### src/sst_pkg.sv
package sst_pkg;

   localparam int DEF_CAPACITY = 64;
   localparam int MAX_DIM      = 1024;

   localparam int ROW_W       = 10;
   localparam int COL_W       = 10;
   localparam int VAL_W       = 32;
   localparam int CFG_W       = 11;
   localparam int STATUS_W    = 3;
   localparam int STORED_W    = 7;
   localparam int CSR_INDEX_W = 1;

   // operation codes
   localparam logic OP_INSERT = 1'b0;
   localparam logic OP_LOOKUP = 1'b1;

   // result status codes
   localparam logic [STATUS_W-1:0] ST_OK        = 3'd0;
   localparam logic [STATUS_W-1:0] ST_ROW_OOB   = 3'd1;
   localparam logic [STATUS_W-1:0] ST_COL_OOB   = 3'd2;
   localparam logic [STATUS_W-1:0] ST_FULL      = 3'd3;
   localparam logic [STATUS_W-1:0] ST_NOT_FOUND = 3'd4;

   // register indexes
   localparam logic [CSR_INDEX_W-1:0] REG_ROW_COUNT    = 1'b0;
   localparam logic [CSR_INDEX_W-1:0] REG_COLUMN_COUNT = 1'b1;

   typedef struct packed {
      logic                    opcode;
      logic [ROW_W-1:0]        row_index;
      logic [COL_W-1:0]        column_index;
      logic signed [VAL_W-1:0] term_value;
   } req_type;

   typedef struct packed {
      logic [STATUS_W-1:0]     status;
      logic signed [VAL_W-1:0] read_value;
      logic [STORED_W-1:0]     stored_terms;
   } rsp_type;

   typedef struct packed {
      logic [ROW_W-1:0]        row;
      logic [COL_W-1:0]        column;
      logic signed [VAL_W-1:0] value;
   } term_type;

endpackage

### src/sst_term_ram.sv
module sst_term_ram #(
   parameter int DEPTH = sst_pkg::DEF_CAPACITY
) (
   input  logic                     clock,
   input  logic                     wr_en,
   input  logic [$clog2(DEPTH)-1:0] wr_addr,
   input  sst_pkg::term_type        wr_data,
   input  logic [$clog2(DEPTH)-1:0] rd_addr,
   output sst_pkg::term_type        rd_data
);

   sst_pkg::term_type mem [DEPTH];
   sst_pkg::term_type rd_data_ff;

   // one write and one registered read per cycle
   always_ff @(posedge clock) begin
      if (wr_en) begin
         mem[wr_addr] <= wr_data;
      end
      rd_data_ff <= mem[rd_addr];
   end

   assign rd_data = rd_data_ff;

endmodule

### src/sorted_sparse_term_store.sv
// Channel   Ports                        Direction  Beat taken when
// -------   --------------------------   ---------  ---------------------------
// request   start, busy, req_data         in         start high and busy low
// response  rsp_valid, rsp_data           out        every cycle rsp_valid is high
// csr       csr_write, csr_index, csr_data in        every cycle csr_write is high
//
// A rejected insert (bounds or full) answers in the cycle after the request beat.
// Inserts walk the table downwards from the last term, moving each later key up
// one place; lookups walk upwards from the first. The term RAM reads one entry and
// writes one per cycle. Reset is synchronous, clears the term count and sets both
// dimension registers to the largest size; the RAM needs no clearing. The receiver
// cannot stall: each response beat is shown for exactly one cycle, and busy alone
// holds off requests.
module sorted_sparse_term_store #(
   parameter int CAPACITY = sst_pkg::DEF_CAPACITY
) (
   input  logic                                clock,
   input  logic                                reset,
   input  logic                                start,
   output logic                                busy,
   input  sst_pkg::req_type                    req_data,
   output logic                                rsp_valid,
   output sst_pkg::rsp_type                    rsp_data,
   input  logic                                csr_write,
   input  logic [sst_pkg::CSR_INDEX_W-1:0]     csr_index,
   input  logic [sst_pkg::CFG_W-1:0]           csr_data
);

   localparam int AW = $clog2(CAPACITY);
   localparam int CW = $clog2(CAPACITY + 1);

   typedef enum logic [1:0] {
      IDLE,
      INS_WALK,
      INS_PUT,
      LK_WALK
   } state_type;

   state_type                     state_ff, state_in;
   logic [AW-1:0]                 cur_ff, cur_in;
   logic [CW-1:0]                 count_ff, count_in;
   sst_pkg::req_type              req_ff, req_in;
   logic                          rsp_valid_ff, rsp_valid_in;
   sst_pkg::rsp_type              rsp_ff, rsp_in;
   logic [sst_pkg::CFG_W-1:0]     row_count_ff, row_count_in;
   logic [sst_pkg::CFG_W-1:0]     column_count_ff, column_count_in;

   logic                          wr_en;
   logic [AW-1:0]                 wr_addr;
   sst_pkg::term_type             wr_data;
   logic [AW-1:0]                 rd_addr;
   sst_pkg::term_type             rd_data;

   logic [CW-1:0]                 count_dec;
   logic [AW-1:0]                 last_idx;
   logic                          full;
   logic                          entry_after;
   logic                          entry_match;
   sst_pkg::term_type             new_term;
   logic [CW+sst_pkg::STORED_W-1:0] stored_ext;

   sst_term_ram #(
      .DEPTH(CAPACITY)
   ) u_ram (
      .clock   (clock),
      .wr_en   (wr_en),
      .wr_addr (wr_addr),
      .wr_data (wr_data),
      .rd_addr (rd_addr),
      .rd_data (rd_data)
   );

   assign count_dec = count_ff - CW'(1);
   assign last_idx  = count_dec[AW-1:0];
   assign full      = (count_ff == CW'(CAPACITY));

   // key comparators: the entry in flight against the held request (entry_after for inserts, entry_match for lookups)
   assign entry_after = (rd_data.row > req_ff.row_index) ||
                        ((rd_data.row == req_ff.row_index) &&
                         (rd_data.column > req_ff.column_index));
   assign entry_match = (rd_data.row == req_ff.row_index) &&
                        (rd_data.column == req_ff.column_index);

   assign new_term.row    = req_ff.row_index;
   assign new_term.column = req_ff.column_index;
   assign new_term.value  = req_ff.term_value;

   always_comb begin
      state_in        = state_ff;
      cur_in          = cur_ff;
      count_in        = count_ff;
      req_in          = req_ff;
      rsp_valid_in    = 1'b0;
      rsp_in          = rsp_ff;
      row_count_in    = row_count_ff;
      column_count_in = column_count_ff;
      rd_addr         = cur_ff;
      wr_en           = 1'b0;
      wr_addr         = cur_ff;
      wr_data         = rd_data;
      stored_ext      = '0;

      case (state_ff)
         IDLE: begin
            // prime the RAM with the first entry the walk will need
            rd_addr = (req_data.opcode == sst_pkg::OP_LOOKUP) ? '0 : last_idx;
            if (start) begin
               req_in = req_data;
               cur_in = rd_addr;
               rsp_in.read_value = '0;
               if (req_data.opcode == sst_pkg::OP_INSERT) begin
                  if ({1'b0, req_data.row_index} >= row_count_ff) begin
                     rsp_valid_in  = 1'b1;
                     rsp_in.status = sst_pkg::ST_ROW_OOB;
                  end else if ({1'b0, req_data.column_index} >= column_count_ff) begin
                     rsp_valid_in  = 1'b1;
                     rsp_in.status = sst_pkg::ST_COL_OOB;
                  end else if (full) begin
                     rsp_valid_in  = 1'b1;
                     rsp_in.status = sst_pkg::ST_FULL;
                  end else if (count_ff == '0) begin
                     // empty table: drop the term straight into the first slot
                     wr_en          = 1'b1;
                     wr_addr        = '0;
                     wr_data.row    = req_data.row_index;
                     wr_data.column = req_data.column_index;
                     wr_data.value  = req_data.term_value;
                     count_in       = count_ff + CW'(1);
                     rsp_valid_in   = 1'b1;
                     rsp_in.status  = sst_pkg::ST_OK;
                  end else begin
                     state_in = INS_WALK;
                  end
               end else begin
                  if (count_ff == '0) begin
                     rsp_valid_in  = 1'b1;
                     rsp_in.status = sst_pkg::ST_NOT_FOUND;
                  end else begin
                     state_in = LK_WALK;
                  end
               end
            end
         end

         INS_WALK: begin
            rd_addr = cur_ff - AW'(1);
            wr_en   = 1'b1;
            wr_addr = cur_ff + AW'(1);
            if (entry_after) begin
               // move the later key up one place and carry on downwards
               wr_data = rd_data;
               if (cur_ff == '0) begin
                  state_in = INS_PUT;
               end else begin
                  cur_in = cur_ff - AW'(1);
               end
            end else begin
               // equal or earlier key: the new term goes just after it
               wr_data           = new_term;
               count_in          = count_ff + CW'(1);
               rsp_valid_in      = 1'b1;
               rsp_in.status     = sst_pkg::ST_OK;
               rsp_in.read_value = '0;
               state_in          = IDLE;
            end
         end

         INS_PUT: begin
            wr_en             = 1'b1;
            wr_addr           = '0;
            wr_data           = new_term;
            count_in          = count_ff + CW'(1);
            rsp_valid_in      = 1'b1;
            rsp_in.status     = sst_pkg::ST_OK;
            rsp_in.read_value = '0;
            state_in          = IDLE;
         end

         LK_WALK: begin
            rd_addr = cur_ff + AW'(1);
            if (entry_match) begin
               rsp_valid_in      = 1'b1;
               rsp_in.status     = sst_pkg::ST_OK;
               rsp_in.read_value = rd_data.value;
               state_in          = IDLE;
            end else if (cur_ff == last_idx) begin
               rsp_valid_in      = 1'b1;
               rsp_in.status     = sst_pkg::ST_NOT_FOUND;
               rsp_in.read_value = '0;
               state_in          = IDLE;
            end else begin
               cur_in = cur_ff + AW'(1);
            end
         end

         default: begin
            state_in = IDLE;
         end
      endcase

      // report the term count after this item, modulo the field width
      stored_ext = (CW + sst_pkg::STORED_W)'(count_in);
      if (rsp_valid_in) begin
         rsp_in.stored_terms = stored_ext[sst_pkg::STORED_W-1:0];
      end

      if (csr_write) begin
         case (csr_index)
            sst_pkg::REG_ROW_COUNT:    row_count_in    = csr_data;
            sst_pkg::REG_COLUMN_COUNT: column_count_in = csr_data;
            default: ;
         endcase
      end
   end

   always_ff @(posedge clock) begin
      if (reset) begin
         state_ff        <= IDLE;
         count_ff        <= '0;
         rsp_valid_ff    <= 1'b0;
         row_count_ff    <= sst_pkg::CFG_W'(sst_pkg::MAX_DIM);
         column_count_ff <= sst_pkg::CFG_W'(sst_pkg::MAX_DIM);
      end else begin
         state_ff        <= state_in;
         count_ff        <= count_in;
         rsp_valid_ff    <= rsp_valid_in;
         row_count_ff    <= row_count_in;
         column_count_ff <= column_count_in;
      end
      // payload: no reset needed
      cur_ff <= cur_in;
      req_ff <= req_in;
      rsp_ff <= rsp_in;
   end

   assign busy      = (state_ff != IDLE);
   assign rsp_valid = rsp_valid_ff;
   assign rsp_data  = rsp_ff;

endmodule
### config.mk
export PLATFORM = sky130hd
export DESIGN_NAME = sorted_sparse_term_store
export DESIGN_NICKNAME = d
export VERILOG_FILES = /design/src/sst_pkg.sv /design/src/sst_term_ram.sv /design/src/sorted_sparse_term_store.sv
export SDC_FILE = /design/constraint.sdc
export NUM_CORES = 2
export LEC_CHECK = 0
export ABC_AREA = 1
export ABC_CLOCK_PERIOD_IN_PS = 6600
export BUFFER_PORTS_ARGS = -buffer_cell sky130_fd_sc_hd__buf_2
export CAP_MARGIN = 0
export CORE_ASPECT_RATIO = 1.5
export CORE_MARGIN = 4
export CORE_UTILIZATION = 40
export CTS_BUF_LIST = sky130_fd_sc_hd__clkbuf_4 sky130_fd_sc_hd__clkbuf_8
export DETAILED_ROUTE_END_ITERATION = 8
export PLACE_DENSITY = 0.54
export SLEW_MARGIN = 20
export SYNTH_ARGS = -nofsm -noshare
export SYNTH_HDL_FRONTEND = slang
export SYNTH_SLANG_ARGS = --single-unit
### constraint.sdc
create_clock -name clock -period 6.6 [get_ports clock]
set_input_delay 0 -clock clock [delete_from_list [all_inputs] [get_ports clock]]
set_output_delay 0 -clock clock [all_outputs]
set_load 0.02 [all_outputs]
==> impl_results.md <==
* Post-CTS Setup Bufs at 0
* Crit start category: flop
* # rows at 271
* Clk slew on worst S/H paths at 0.06 ns
* Crit. End Element: flop
* RD Place Congestion at a little over 0.9
* Antenna viol nets, final at 0
* Area leader, netlist: edfxtp_1
* Fin area at 165200 µm²
* Die width at roughly 500 µm
* FF-to-FF path depth at 17
* Syn_area_per_cell at 11.65 µm²
* Pre-antenna DRT Iters at 9
* # DRC at 0
* Yosys cell types at 42
* Vias post-DR at 99430
* Maximum clock path buffer count at 4
* TNS Setup at 0 ns
* Critical path's slowest cell: nor2_4
* Crit path cell chain: inv_1, ha_1, nand2_1, nor2_1, and2_1, nand2_1, nand2_1, nor2_1, nand4_1, dlygate4sd3_1, buf_4, nand2_1, nand2_1, a21oi_2, nand2_1, nor2_4, buf_12
* Initial Util at 0.4018
* Port Buffers at 112
* Worst path most repeated cell: nand2_1
* Top_reg_cell synth: edfxtp_1
* Synth top area share at 0.7048
* GRT Resource Usage Total at 0.2548
* Boundary Pins at 113
* Drt total wl at a little under 500000 µm
* Netlist Area Pre-Place at between 100000 and 150000 µm²
* Largest net degree at the start of global routing at 232
* Worst setup startpoint: row_count_ff[9]
* Reg2Reg Setup Slack at 1.46 ns
* Worst Setup EP: u_ram.mem[28][37]
* Fmax at about 190 MHz
* Worst Skew at 0.07265 ns
* Synth cell count leaders: nand2_1 (3849), edfxtp_1 (3428), nand3_1 (1743)
* CP max stage delay at roughly 0.82 ns
* Slew headroom at 0.2105
* Worst Path Required at 7.30 ns
* Congestion Overflow GR at 0
* Vias in the first global route at 96650
* Via density at around 5.5
* Final Net Count at 13020
* Most common cell in the netlist: nand2_1
* Max cap viols at 0
* Clock latency on the worst-skew pair at 1.08 ns
* WS Path Type: flop to flop
* Reg2reg end: u_ram.mem[28][37]
* Async S/R FF share, synth at 0
* Worst Path Max Fanout at 36
* Fin crit share at 0.7781
* Synth Warn # at 0
* Critical path data arrival time at 5.84 ns
* Fraction of layout cells with a size suffix above 1 at 0.1070
* Filler instances at between 30000 and 40000
* Synthesized flop and latch total at between 3000 and 4000
* Total clock sinks at 3512
* Cts repair resizes at 0
* Die height at roughly 750 µm
* Syn_nets at roughly 13000
* Clock root cell: clkbuf_8
* RR Startpoint: row_count_ff[9]
* Sequential area share after synthesis at 0.7163
* TritonCTS Buffers at 533
* Area contributors post-synth: edfxtp_1 (70%), nand2_1 (9.9%), nand3_1 (6.0%)
* CTS Hold Buffers Added at 146
* Drt wl/cell at between 20 and 30 µm
* Final setup vio count at 0
* Pins Over Slew Limit at 0
* Number of enable flip-flop cells after synthesis at around 3400
* Worst min path class: input pin to flop
* First-pass GRT wire length at 694100 µm
* H-tree levels at 6
* Cells after Synth at 12540
* Slew of the pin with the lowest slew margin at roughly 1.2 ns
* RSZ-0062 raised after global routing: no
* Final hold viol count at 0
* Final min period at ~5.1 ns
* CTS tree: done
* Full die area at 375100 µm²
* Status: completed
* Initial drt markers at 10390
* Area after detailed placement at about 150000 µm²
* Area delta synth->final at 13.13%
* Initial antenna violation count at 16
* Core area at 363500 µm²
* Final HPWL DP at 280200 µm
-- how the worst min path moves through the flow --
stage | startpoint | to | slack, ns | depth (start not counted)
after CTS | start | new_term[33] | 0.01 | 4
after global routing | start | new_term[33] | 0.06 | 4
after floorplan | req_data[0] | new_term[0] | 0.1 | 0
after global placement | req_data[28] | new_term[28] | 0.20 | 1
final | start | new_term[33] | 0.11 | 4
after detailed placement | req_data[12] | new_term[12] | 0.19 | 1
-- layout make-up --
cell class | instances | area, µm² | share of cell area
tap | 4777 | 5977 | 0.03618
multi-input combinational | 7048 | 34210 | 0.2071
inverter | 1203 | 4538 | 0.02747
timing repair buffer | 600 | 5528 | 0.03346
sequential | 3512 | 104600 | 0.6332
clock buffer | 749 | 9158 | 0.05543
antenna | 5 | 12.51 | 0.00007573
clock inverter | 184 | 1171 | 0.007088
-- worst max-delay path: cells and delay by family (launching register included) --
family,cells,cell delay [ns]
AOI/OAI and AO/OA,1,0.24
adders and majority gates,1,0.32
buffers and inverters,4,1.24
DFF,1,0.31
and+or+nand+nor,11,2.60
-- sequential cells by signal, indices dropped and copies added, names as in the netlist, 2 cells and up --
name / cells
state_ff: 2
u_ram.mem: 3328
u_ram.rd_data: 52
row_count_ff: 11
column_count_ff: 11
cur_ff: 6
rsp_data: 42
new_term: 52
count_ff: 7
-- per-layer routing --
layer	wire, µm	up-vias	global-route usage
met5	36	-	0
met4	32830	4	0.1481
met3	35150	1133	0.03868
met2	237700	4504	0.4296
met1	184700	49380	0.3110
li1	-	44410	-
-- kinds of logic (layout without fill, tap and decap cells) --
family / count (synthesis) / after routing / share of synthesized area
and+or+nand+nor: 5865 / 5865 / 0.1675
adders and majority gates: 49 / 49 / 0.004198
other: 0 / 5 / 0
xor gates and xnor gates: 11 / 11 / 0.0007539
DFF: 3512 / 3512 / 0.7163
buffers and inverters: 1975 / 2736 / 0.05529
AOI/OAI and AO/OA: 1123 / 1123 / 0.05587
-- per-stage QoR --
| stage | worst slack (ns) | cells | hold WS [ns] | util |
|---|---|---|---|---|
| 6_report | 1.465 | 18080 | 0.1127 | 0.4545 |
| 5_1_grt | 1.311 | 18080 | 0.05556 | 0.4545 |
| 4_1_cts | 1.581 | 18070 | 0.01364 | 0.4545 |
| 3_5_place_dp | 1.798 | 16990 | 0.1925 | 0.4220 |
| 3_3_place_gp | 1.789 | 16990 | 0.1964 | 0.4220 |
| 2_1_floorplan | 1.973 | 12540 | 0.09887 | - |
-- cell usage in the layout, fill, tap and decap left out, types with 28 or more instances in the layout --
master and count:
nor2_4 69, buf_2 112, nand2_1 3844, dfxtp_1 84, nor2_1 126, ha_1 49, clkinv_2 50, buf_4 267
o21ai_0 44, nand3_1 1715, buf_12 75, a21oi_1 53, nand3b_1 52, clkbuf_4 184, dlygate4sd3_1 146, edfxtp_1 3428
nand3_2 28, o211ai_1 988, clkbuf_8 565, inv_1 1188, clkinv_1 104
Power is left out: the tool's default activity adds up to more than one toggle a clock period on the data nets, which glitch-free logic cannot reach.
